[config.mk]
export PLATFORM = sky130hd
export DESIGN_NAME = ckrm_roller
export DESIGN_NICKNAME = d
export VERILOG_FILES = /design/src/canonical_kmer_repeat_marker_assert.svh /design/src/ckrm_pkg.sv /design/src/ckrm_roller.sv
export SDC_FILE = /design/constraint.sdc
export NUM_CORES = 1
export LEC_CHECK = 0
export BUFFER_PORTS_ARGS = -buffer_cell sky130_fd_sc_hd__buf_2
export CAP_MARGIN = 20
export CORE_UTILIZATION = 31
export DETAILED_ROUTE_END_ITERATION = 8
export PLACE_DENSITY = 0.58
export SYNTH_ARGS = -nofsm -noshare
export SYNTH_HDL_FRONTEND = slang
export SYNTH_SLANG_ARGS = --single-unit
[constraint.sdc]
create_clock -name clk -period 12 [get_ports clk]
set_clock_uncertainty 0.15 [all_clocks]
set_input_delay 2.4 -clock clk [delete_from_list [all_inputs] [get_ports clk]]
set_output_delay 2.4 -clock clk [all_outputs]
set_load 0.03 [all_outputs]
[src/canonical_kmer_repeat_marker_assert.svh]
// Assertion macros for the canonical k-mer repeat marker.
// Expect clk and rst_n in the scope of use.
`ifndef CANONICAL_KMER_REPEAT_MARKER_ASSERT_SVH
`define CANONICAL_KMER_REPEAT_MARKER_ASSERT_SVH

// Same-cycle implication.
`define CKRM_ASSERT_IMP(lbl, ante, cons) \
  lbl: assert property (@(posedge clk) disable iff (!rst_n) (ante) |-> (cons)) \
    else $error("ckrm assertion failed");

// Next-cycle implication.
`define CKRM_ASSERT_NXT(lbl, ante, cons) \
  lbl: assert property (@(posedge clk) disable iff (!rst_n) (ante) |=> (cons)) \
    else $error("ckrm assertion failed");

`endif

[src/ckrm_pkg.sv]
// Shared types and constants of the canonical k-mer repeat marker.
// No dependencies.
package ckrm_pkg;

  localparam int MAX_KMER_DEF = 10;
  localparam int IDX_W  = 20;
  localparam int CHAR_W = 8;
  localparam int LEN_W  = 4;
  localparam int CNT_W  = 40;

  localparam logic [LEN_W-1:0] KMER_RESET = LEN_W'(10);

  localparam logic ACT_FEED  = 1'b0;
  localparam logic ACT_QUERY = 1'b1;

  localparam logic [CHAR_W-1:0] CH_A_UP = 8'h41;
  localparam logic [CHAR_W-1:0] CH_C_UP = 8'h43;
  localparam logic [CHAR_W-1:0] CH_G_UP = 8'h47;
  localparam logic [CHAR_W-1:0] CH_T_UP = 8'h54;
  localparam logic [CHAR_W-1:0] CH_A_LO = 8'h61;
  localparam logic [CHAR_W-1:0] CH_C_LO = 8'h63;
  localparam logic [CHAR_W-1:0] CH_G_LO = 8'h67;
  localparam logic [CHAR_W-1:0] CH_T_LO = 8'h74;

  typedef struct packed {
    logic       ok;
    logic [1:0] code;
  } base_t;

  typedef struct packed {
    logic once;
    logic twice;
  } flags_t;

  function automatic base_t base_decode(input logic [CHAR_W-1:0] ch);
    base_t b;
    b.ok   = 1'b1;
    b.code = 2'd0;
    case (ch)
      CH_A_UP, CH_A_LO: b.code = 2'd0;
      CH_C_UP, CH_C_LO: b.code = 2'd1;
      CH_G_UP, CH_G_LO: b.code = 2'd2;
      CH_T_UP, CH_T_LO: b.code = 2'd3;
      default:          b.ok   = 1'b0;
    endcase
    return b;
  endfunction

endpackage

[src/ckrm_roller.sv]
// Rolling forward and reverse-complement codes, window length and run count.
// Depends on ckrm_pkg.
module ckrm_roller
  import ckrm_pkg::*;
#(
  parameter int MaxKmer = MAX_KMER_DEF
) (
  input  logic                   clk,
  input  logic                   rst_n,
  input  logic                   cfg_we,
  input  logic [LEN_W-1:0]       cfg_len,
  input  logic                   step,
  input  logic [CHAR_W-1:0]      base_char,
  output logic                   hit,
  output logic [2*MaxKmer-1:0]   canon
);

  localparam int AW = 2 * MaxKmer;

  logic [LEN_W-1:0] len_r;
  logic [AW-1:0]    fwd_r, fwd_nxt;
  logic [AW-1:0]    rc_r, rc_nxt;
  logic [LEN_W-1:0] run_r, run_nxt;
  logic [LEN_W-1:0] k;
  logic [AW-1:0]    kmask;
  logic [AW-1:0]    fwd_sh, rc_sh;
  base_t            b;

  assign b = base_decode(base_char);

  always_comb begin
    if (len_r == '0) begin
      k = LEN_W'(1);
    end else if (int'(len_r) > MaxKmer) begin
      k = LEN_W'(MaxKmer);
    end else begin
      k = len_r;
    end
  end

  always_comb begin
    fwd_sh = AW'({fwd_r, b.code});
    rc_sh  = rc_r >> 2;
    for (int j = 0; j < MaxKmer; j++) begin
      kmask[2*j +: 2]   = (j < int'(k)) ? 2'b11 : 2'b00;
      fwd_nxt[2*j +: 2] = fwd_sh[2*j +: 2] & kmask[2*j +: 2];
      rc_nxt[2*j +: 2]  = (j == int'(k) - 1) ? ~b.code : (rc_sh[2*j +: 2] & kmask[2*j +: 2]);
    end
    run_nxt = (run_r < k) ? run_r + LEN_W'(1) : run_r;
  end

  assign hit   = b.ok && (run_nxt >= k);
  assign canon = (fwd_nxt < rc_nxt) ? fwd_nxt : rc_nxt;

  always_ff @(posedge clk) begin
    if (!rst_n) begin
      len_r <= KMER_RESET;
      fwd_r <= '0;
      rc_r  <= '0;
      run_r <= '0;
    end else if (cfg_we) begin
      len_r <= cfg_len;
      fwd_r <= '0;
      rc_r  <= '0;
      run_r <= '0;
    end else if (step) begin
      if (b.ok) begin
        fwd_r <= fwd_nxt;
        rc_r  <= rc_nxt;
        run_r <= run_nxt;
      end else begin
        fwd_r <= '0;
        rc_r  <= '0;
        run_r <= '0;
      end
    end
  end

endmodule

==> impl_results.md, run 1 <==
- PostCTS Resize Cnt: 0
- Largest net degree at the start of global routing: 41
- Mapped Cells: 404
- Leakage Power: 1.50 nW
- Die W: 102 um
- H-tree levels: 2
- Num Clock Sinks: between 40 and 50
- Drt initial violations: around 120
- Clk slew on worst S/H paths: 0.09 ns
- Synth top area share: 28.2%
- RSZ-0062 raised after global routing: no
- CTS Hold Bufs: 0
- Clock root cell: clkbuf_8
- Inserted Diodes: 0
- Grt ovf: 0
- Die height: 102 um
- Status: completed
- First-pass GRT wire length: 13.6 mm
- Most frequent cells in the layout: nor2_1, nand2_1, dfxtp_1
- # nets final: roughly 470
- Final Hold Vio Count: 0
- Final setup TNS: 0 ns
- Required time worst endpoint: 9.45 ns
- Clk buf depth: 2
- CTS tree: yes
- Netlist cell types: 55
- Minimum clock period: 8.94 ns
- Buf+Inv Stages, Crit Path: 4
- Clock Latency Late Sink: 0.31 ns
- Hold Path Class: flip-flop to flip-flop
- Max frequency: 112 MHz
- First-pass iteration count of the detailed router: 4
- Core area: 9770 um2
- Top FF cell, synth: dfxtp_1
- Final design area excluding fillers: 3490 um2
- Io pins: 37
- Drt drc: 0
- Total GRT Usage: between 15 and 20%
- Share of flip-flops with an asynchronous set or reset: 0%
- Slew HR: approximately half
- Routed WL: 8.41 mm
- Final setup fails: 0
- Wire per inst: 15.0 um
- Tcrit/Tclk final: between 70% and 80%
- # fillers: 1,061
- Setup slack after layout: 3.06 ns
- Most frequent CP cell: buf_2
- Commonest non-fill, non-tap cell in the layout: nor2_1
- MaxCap Viol Count: 0
- Avg Cell Area, Syn: 7.72 um2
- Worst setup SP type: input port
- Area grow syn2layout: 11.9%
- Maximum vdd drop: 0.0407 mV
- Synth area leader: dfxtp_1
- Slowest stage delay, CP: 0.56 ns
- Syn_nets: roughly 450
- Vias in the first global route: 2,759
- Vias: between 2,000 and 3,000
- Mapped Area: 3120 um2
- Pwr/cell area: slightly below 90 nW/um2
- Worst setup EP type: output port
- Yosys synthesis warning count: 0
- Pre-CTS setup slack: 3.10 ns
- Remaining antenna violation count: 0
- Die ar.: ~10,000 um2
- Slew @ Worst Pin: ~0.74 ns
- Worst path cell trace: buf_2, and3b_1, o211ai_2, inv_2, o21ai_0, nand2_1, ha_1, nand4_1, or2_2, nor3_1, o2111ai_1, o311ai_4, buf_4, mux2i_1, buf_2
- Yosys reg bits: 44
- Max-slew violations: 0
- Crit path kind: input port to output port
- Rows: 36
- Crit path max-delay family: compound AO/OA/AOI/OAI gates
- WP data arrival: 6.39 ns
- RePlAce Congestion: about 0.80
- Multi-input gate area: about 2000 um2
- Synth top area cells: dfxtp_1, ha_1, mux2i_1, a21oi_1, nor2_1
- Reg area: 881 um2
- Post-DP Area: between 3000 and 4000 um2
- EDFF count, synth: 0
- Register area share after synthesis: 28.2%
- CTS Buf Count: 5
- Slowest CP cell: o311ai_4
- Vias per cell: 5.19
- Dpl hpwl: 5.90 mm
- Layout cells sized above 1: 15.3%
- Worst-path fanout max: 14
- Post-CTS Setup Bufs: 0
- # port buffers: 35
- Initial core utilization: 31.9%
- Antenna violations before repair: 0
==> cells by family after synthesis <==
family,share of synthesized area (%)
compound gates,22.1
xor+xnor,0.842
fa+ha+maj,10.0
buf+inv,6.17
flops,28.2
mux,8.22
simple gates,24.5
==> state kept, by name (all words and copies together), names as in the netlist <==
register,count
fwd_r,18
rc_r,18
run_r,4
len_r,4
==> cell usage after synthesis (all sizes together) (6+ instances only) <==
master and n:
a211oi 6, a21o 12, buf 9, dfxtp 44
nand3 18, clkbuf 16, a21oi 39, ha 25
mux2i 23, nor2 49, inv 20, nand2 48
a22oi 6, o21ai 18
==> metrics by stage <==
stage	hold WS, ns	util, %	total power [mW]	instances
4_1_cts	0.312	35.7	0.307	559
2_1_floorplan	0.286	-	0.181	404
6_report	0.312	35.7	0.306	559
5_1_grt	0.332	35.7	0.319	559
3_3_place_gp	0.297	34.6	0.191	551
3_5_place_dp	0.299	34.6	0.192	551
==> layer usage <==
| metal | wire length, um | share of wire [%] | GRT usage [%] | up-vias |
|---|---|---|---|---|
| li1 | - | - | - | 1461 |
| met2 | 3910 | 47 | 27.8 | 48 |
| met4 | 75 | 0.89 | 4.95 | 0 |
| met3 | 304 | 3.6 | 2.26 | 8 |
| met5 | 0 | 0 | 0 | - |
| met1 | 4120 | 49 | 22.6 | 1384 |
==> tightest hold or removal path, delay by kind of cell (launching register included) <==
family	cells	cell delay, ns
and+or+nand+nor	1	0.06
AOI/OAI and AO/OA	1	0.05
DFF	1	0.31
==> layout make-up <==
cell class,instances,area share [%]
Inverter,20,2.15
Multi-Input combinational cell,315,58.9
Timing Repair Buffer,39,5.88
Tap cell,133,4.77
Clock inverter,2,1.00
Clock buffer,6,2.08
Sequential cell,44,25.2
==> report_power, final <==
| group | switching [mW] | internal, mW | total (mW) |
|---|---|---|---|
| Sequential | 0.00263 | 0.147 | 0.149 |
| Combinational | 0.0254 | 0.0135 | 0.0389 |
| Clock | 0.0554 | 0.0619 | 0.117 |
| Total | 0.0835 | 0.222 | 0.306 |
==> worst paths after layout <==
kind                      from  endpoint  slack, ns  cells after the start
setup / recovery  base_char[0]  canon[8]       3.06                     15
hold / removal        fwd_r[4]  fwd_r[4]       0.31                      2
setup reg to reg      len_r[0]  run_r[3]       9.25                      7
hold reg to reg       fwd_r[4]  fwd_r[4]       0.31                      2
Note: power is estimated with default switching activity, not from simulation.
==> inputs of run 2 (changes only) <==
Settings changed: ABC_AREA from default to 1, PLACE_DENSITY 0.58 to 0.59.
Clock period 12 ns to 7.9 ns, I/O delays scaled along.
==> impl_results.md, run 2 <==
- Synth top area share: 27.0% (-1.2 points)
- Slew @ Worst Pin: 0.827 ns (+0.0853 ns)
- Crit path kind: input port to output port
- Worst setup SP type: input port
- CTS Hold Bufs: 0 (unchanged)
- Drt initial violations: 172 (+42%)
- Leakage Power: 1.76 nW (+17%)
- Vias in the first global route: 3,288 (+19%)
- Most frequent cells in the layout: nand2_1, inv_1, a21oi_1
- GR peak layer: met2
- Clock power share: 34.9% (-3.5 points)
- Final Hold Vio Count: 0 (unchanged)
- Mapped Cells: 518 (+28%)
- Switching Share: 28.5% (+1.2 points)
- Die ar.: 10,900 um2 (+4.3%)
- # port buffers: 35 (unchanged)
- Grt ovf: 0 (unchanged)
- Worst-path fanout max: 21 (+7)
- Layout cells sized above 1: 12.6% (-2.7 points)
- Clk slew on worst S/H paths: 0.08 ns (about the same)
- WP data arrival: 4.86 ns (-1.53 ns)
- Commonest non-fill, non-tap cell in the layout: nand2_1
- CTS tree: yes
- Yosys reg bits: 44 (unchanged)
- Netlist cell types: 37 (-33%)
- Fin cells: 677 (+21%)
- MaxCap Viol Count: 0 (unchanged)
- H-tree levels: 2 (unchanged)
- EDFF count, synth: 0 (unchanged)
- PostCTS Resize Cnt: 0 (unchanged)
- Top post-synthesis cells by count: nand2_1, inv_1, a21oi_1
- Slew HR: 44.9% (-5.4 points)
- Drt drc: 0 (unchanged)
- Met3 usage: 2.32% (+0.061 points)
- Final setup fails: 0 (unchanged)
- Synth top area cells: dfxtp_1, nand2_1, ha_1, inv_1, a21oi_1
- Largest regs: fwd_r (18), rc_r (18)
- Largest net degree at the start of global routing: 41 (unchanged)
- Minimum clock period: 6.59 ns
- Clk buf depth: 2 (unchanged)
- GR Util met2: 30.5% (+2.7 points)
- Remaining antenna violation count: 0 (unchanged)
- Register area share after synthesis: 27.0% (-1.2 points)
- Max-slew violations: 0 (unchanged)
- Sequential share of power: 50.9% (+2.0 points)
- Tcrit/Tclk final: 83.4%
- RSZ-0062 raised after global routing: no
- Initial core utilization: 31.7% (-0.22 points)
- Yosys synthesis warning count: 0 (unchanged)
- Vias per cell: 4.81 (-7.3%)
- # nets final: 582 (+25%)
- Vias: 3,258 (+12%)
- Area grow syn2layout: 10.3%
- Core area: 10,300 um2 (+5.1%)
- Maximum vdd drop: 0.0568 mV (+40%)
- Rows: 37 (+2.8%)
- Synth area leader: dfxtp_1
- Comb power frac: 14.2% (+1.5 points)
- Routed WL: 8.60 mm (+2.3%)
- Die W: 105 um (+2.1%)
- First-pass iteration count of the detailed router: 4 (unchanged)
- Required time worst endpoint: 6.17 ns (-3.28 ns)
- Inserted Diodes: 0 (unchanged)
- RePlAce Congestion: 0.848 (+5.8%)
- Most frequent cell after synthesis: nand2_1
- Post-CTS Setup Bufs: 0 (unchanged)
- Met1 track utilization from global routing: 21.3% (-1.4 points)
- Placed insts: 670 (+22%)
- Int Pwr: 319 uW (+44%)
- Status: completed
- Antenna violations before repair: 0 (unchanged)
- Io pins: 37 (unchanged)
- Max frequency: 152 MHz
- Num Clock Sinks: 44 (unchanged)
- Hold Path Class: flip-flop to flip-flop
- CTS Buf Count: 5 (unchanged)
- Mapped Area: 3260 um2 (+4.4%)
- Clock Latency Late Sink: 0.30 ns (about the same)
- Top FF cell, synth: dfxtp_1
- Worst setup EP type: output port
- Share of flip-flops with an asynchronous set or reset: 0% (unchanged)
- Total GRT Usage: 17.1% (+0.29 points)
- Avg Cell Area, Syn: 6.29 um2 (-19%)
- Switching power: 127 uW (+53%)
- Die height: 105 um (+2.1%)
- Wire per inst: 12.7 um (-16%)
- Final setup TNS: 0 ns (unchanged)
- Clock root cell: clkbuf_8
- Syn_nets: 559 (+26%)
- Dpl hpwl: 6.26 mm (+6.1%)
- First-pass GRT wire length: 15.3 mm (+13%)
- Pwr/cell area: 124 nW/um2 (+42%)
[run 2: changes by cell type after synthesis, sizes merged, moves of 5 or more]
| cell | delta |
|---|---|
| mux2i | -23 |
| nand2 | +117 |
| nor2 | -10 |
| a21o | -10 |
| a21oi | +10 |
| inv | +54 |
| o21ai | +7 |
| clkbuf | -6 |
| or3 | -5 |
| nand3 | +25 |
[run 2: final timing paths]
check / from / end / slack, ns / cells past startpoint
max: base_char[1] / canon[14] / 1.31 / 20
min: rc_r[3] / rc_r[3] / 0.32 / 2
max reg2reg: len_r[3] / run_r[1] / 5.59 / 10
min reg2reg: rc_r[3] / rc_r[3] / 0.32 / 2
[run 2: layout make-up]
class,instances,area (um2)
Multi-Input combinational cell,377,1960
Sequential cell,44,881
Inverter,74,283
Fill cell,1150,6680
Clock buffer,7,96.3
Tap cell,136,170
Timing Repair Buffer,39,205
[run 2: per-stage QoR]
step | setup WS [ns] | hold WS, ns | power, mW | utilization [%] | instance area, um2
floorplan | 2.11 | 0.291 | 0.280 | - | 3260
global placement | 1.35 | 0.300 | 0.295 | 34.0 | 3500
detailed placement | 1.34 | 0.303 | 0.296 | 34.0 | 3500
CTS | 1.33 | 0.317 | 0.451 | 35.0 | 3590
global route | 0.802 | 0.337 | 0.468 | 35.0 | 3590
finish | 1.31 | 0.315 | 0.447 | 35.0 | 3590
[run 2: logic make-up (layout without fill, tap and decap cells)]
group                    count (synthesis)  in the layout  share of synthesized area [%]
adder cells (fa/ha/maj)                 25             25                           9.60
flip-flops                              44             44                           27.0
AO/OA/AOI/OAI                           90             90                           15.3
XOR/XNOR                                 2              2                          0.538
AND/OR/NAND/NOR                        260            260                           34.6
buffers and inverters                   97            120                           13.0
[run 2: power by group through the flow]
stage          logic (mW)  registers, mW  clock network, mW
4_1_cts            0.0639          0.227              0.159
3_5_place_dp       0.0636          0.233                  0
6_report           0.0634          0.227              0.156
5_1_grt            0.0721          0.228              0.168
2_1_floorplan      0.0504          0.230                  0
3_3_place_gp       0.0621          0.233                  0
[run 2: routing by layer]
| metal | vias to the layer above | part of all wire (%) |
|---|---|---|
| li1 | 1697 | - |
| met1 | 1502 | 48 |
| met2 | 55 | 48 |
| met3 | 4 | 3.4 |
| met4 | 0 | 0.58 |
| met5 | - | 0 |
[run 2: worst max-delay path: stages]
cell	delay [ns]
buf_2	0.10
nor2_1	0.04
nand2_1	0.07
inv_1	0.04
nand2_1	0.08
nand2_1	0.33
o21ai_0	0.44
inv_1	0.08
ha_1	0.27
nand2_1	0.04
nor3_1	0.49
nand3_1	0.13
nor2_1	0.13
nand3_1	0.09
nor2_2	0.13
nor2_4	0.14
nand2_4	0.27
nand2_1	0.09
nand2_1	0.09
buf_2	0.20
==> inputs of run 3 (changes only) <==
Clock period 7.9 ns to 5.4 ns, I/O delays scaled along.
==> impl_results.md, run 3 (synthesis gave the netlist of run 2 again) <==
- Status: completed
- Initial core utilization: 31.7% (unchanged)
- Grt ovf: 0 (unchanged)
- CTS tree: yes
- Hold Worst Slack: 0.316 ns (+0.00122 ns)
- Area grow syn2layout: 12.4%
- Vias in the first global route: 3,292 (+0.12%)
- Layout cells sized above 1: 14.2% (+1.7 points)
- Post-CTS Setup Bufs: 0 (unchanged)
- Slew @ Worst Pin: 0.929 ns (+0.102 ns)
- # port buffers: 35 (unchanged)
- Rows: 37 (unchanged)
- Final setup fails: 0 (unchanged)
- Antenna violations before repair: 0 (unchanged)
- Fin util: 35.6% (+0.66 points)
- Crit path to: canon[1]
- Drt drc: 0 (unchanged)
- Die height: 105 um (unchanged)
- Largest regs: fwd_r (18), rc_r (18)
- Max-slew violations: 0 (unchanged)
- CTS Buf Count: 5 (unchanged)
- Clock Latency Late Sink: 0.29 ns (about the same)
- Clock root cell: clkbuf_8
- Pwr/cell area: 178 nW/um2 (+43%)
- Multi-input gate area: 1990 um2 (+1.5%)
- Setup slack after layout: 0.295 ns (-1.02 ns)
- Core area: 10,300 um2 (unchanged)
- WP data arrival: 3.87 ns (-0.99 ns)
- First-pass GRT wire length: 15.0 mm (-2.3%)
- Inserted Diodes: 0 (unchanged)
- Final Hold Vio Count: 0 (unchanged)
- # fillers: 1,140 (-0.87%)
- Worst setup EP type: output port
- Tcrit/Tclk final: 94.5%
- Maximum vdd drop: 0.0753 mV (+32%)
- Worst-path fanout max: 12 (-43%)
- Placed insts: 676 (+0.90%)
- Final setup TNS: 0 ns (unchanged)
- Most frequent cells in the layout: nand2_1, inv_1, a21oi_1
- Fin cells: 684 (+1.0%)
- Pre-CTS setup slack: 0.128 ns (-1.21 ns)
- Hold Path Class: flip-flop to flip-flop
- Wire per inst: 12.4 um (-2.3%)
- Num Clock Sinks: 44 (unchanged)
- Worst setup SP type: input port
- Routed WL: 8.49 mm (-1.3%)
- Clk buf depth: 2 (unchanged)
- Critical R2R Capture: run_r[2]
- Largest net degree at the start of global routing: 40 (-2.4%)
- Remaining antenna violation count: 0 (unchanged)
- H-tree levels: 2 (unchanged)
- Dpl hpwl: 6.27 mm (+0.10%)
- Reg area: 881 um2 (unchanged)
- R2R Setup Slk: 3.18 ns (-2.41 ns)
- First-pass iteration count of the detailed router: 4 (unchanged)
- MaxCap Viol Count: 0 (unchanged)
- Crit path kind: input port to output port
- Vias per cell: 4.73 (-1.8%)
- RePlAce Congestion: 0.811 (-4.3%)
- Leakage Power: 1.80 nW (+1.9%)
- Minimum clock period: a little over 5 ns
- Required time worst endpoint: 4.17 ns (-2.00 ns)
- Total GRT Usage: 16.7% (-0.39 points)
- Die ar.: 10,900 um2 (unchanged)
- Max frequency: 196 MHz
- Vias: 3,233 (-0.77%)
- Drt initial violations: 109 (-37%)
- Clk slew on worst S/H paths: 0.08 ns (about the same)
- Slew HR: 38.0% (-6.8 points)
- RSZ-0062 raised after global routing: no
- # nets final: 588 (+1.0%)
- Worst Setup SP: base_char[7]
- RR Startpoint: len_r[1]
- R2R cell count: 10 (unchanged)
- Commonest non-fill, non-tap cell in the layout: nand2_1
- Die W: 105 um (unchanged)
- Io pins: 37 (unchanged)
-- run 3: critical path: stages --
cell and delay, ns:
buf_2 0.10, inv_1 0.04, nand3_1 0.05, nor2_1 0.12, nand2_1 0.08, buf_4 0.18
a21boi_0 0.34, ha_1 0.31, nand3_1 0.12, nor3_2 0.06, buf_4 0.14, nand3_1 0.06
nor2_1 0.05, nand3_1 0.09, nor2_2 0.07, nor2_4 0.28, buf_4 0.28, nand3_1 0.09
nand2_1 0.10, buf_2 0.20
-- run 3: area by class of cell --
| type | instances | share of cell area [%] |
|---|---|---|
| multi-input cells | 377 | 54.3 |
| flip-flops and latches | 44 | 24.1 |
| repair buffers | 45 | 6.84 |
| inverters | 74 | 7.72 |
| clock buffers | 8 | 2.46 |
| well taps | 136 | 4.65 |
-- run 3: repair_timing --
action / CTS / global route
hold buffers: 0 / 0
setup endpoints to repair: 0 / 20
gates resized for setup: 0 / 7
-- run 3: layer usage --
metal  global-route usage, %  up-vias  wire length, um
li1                        -     1706                -
met5                       0        -                0
met1                    21.1     1479             4100
met3                    2.38        4              315
met2                    29.3       44             4020
met4                    4.39        0               51
-- run 3: stage by stage --
stage               power (mW)  instance area, um2
floorplan                0.410                3260
global placement         0.435                3540
detailed placement       0.436                3540
CTS                      0.657                3630
global route             0.684                3660
finish                   0.650                3660
-- run 3: worst min-delay path by stage --
| stage | depth (start not counted) | endpoint | from |
|---|---|---|---|
| finish | 2 | rc_r[6] | rc_r[6] |
| global route | 2 | rc_r[6] | rc_r[6] |
| CTS | 2 | rc_r[6] | rc_r[6] |
| detailed placement | 2 | rc_r[6] | rc_r[6] |
| global placement | 2 | rc_r[3] | rc_r[3] |
| floorplan | 2 | rc_r[3] | rc_r[3] |
-- run 3: where the power goes --
part	switching, mW	internal [mW]	leakage (nW)
clock	0.115	0.105	0.0455
combinational	0.0697	0.0301	1.39
sequential	0.00390	0.327	0.355
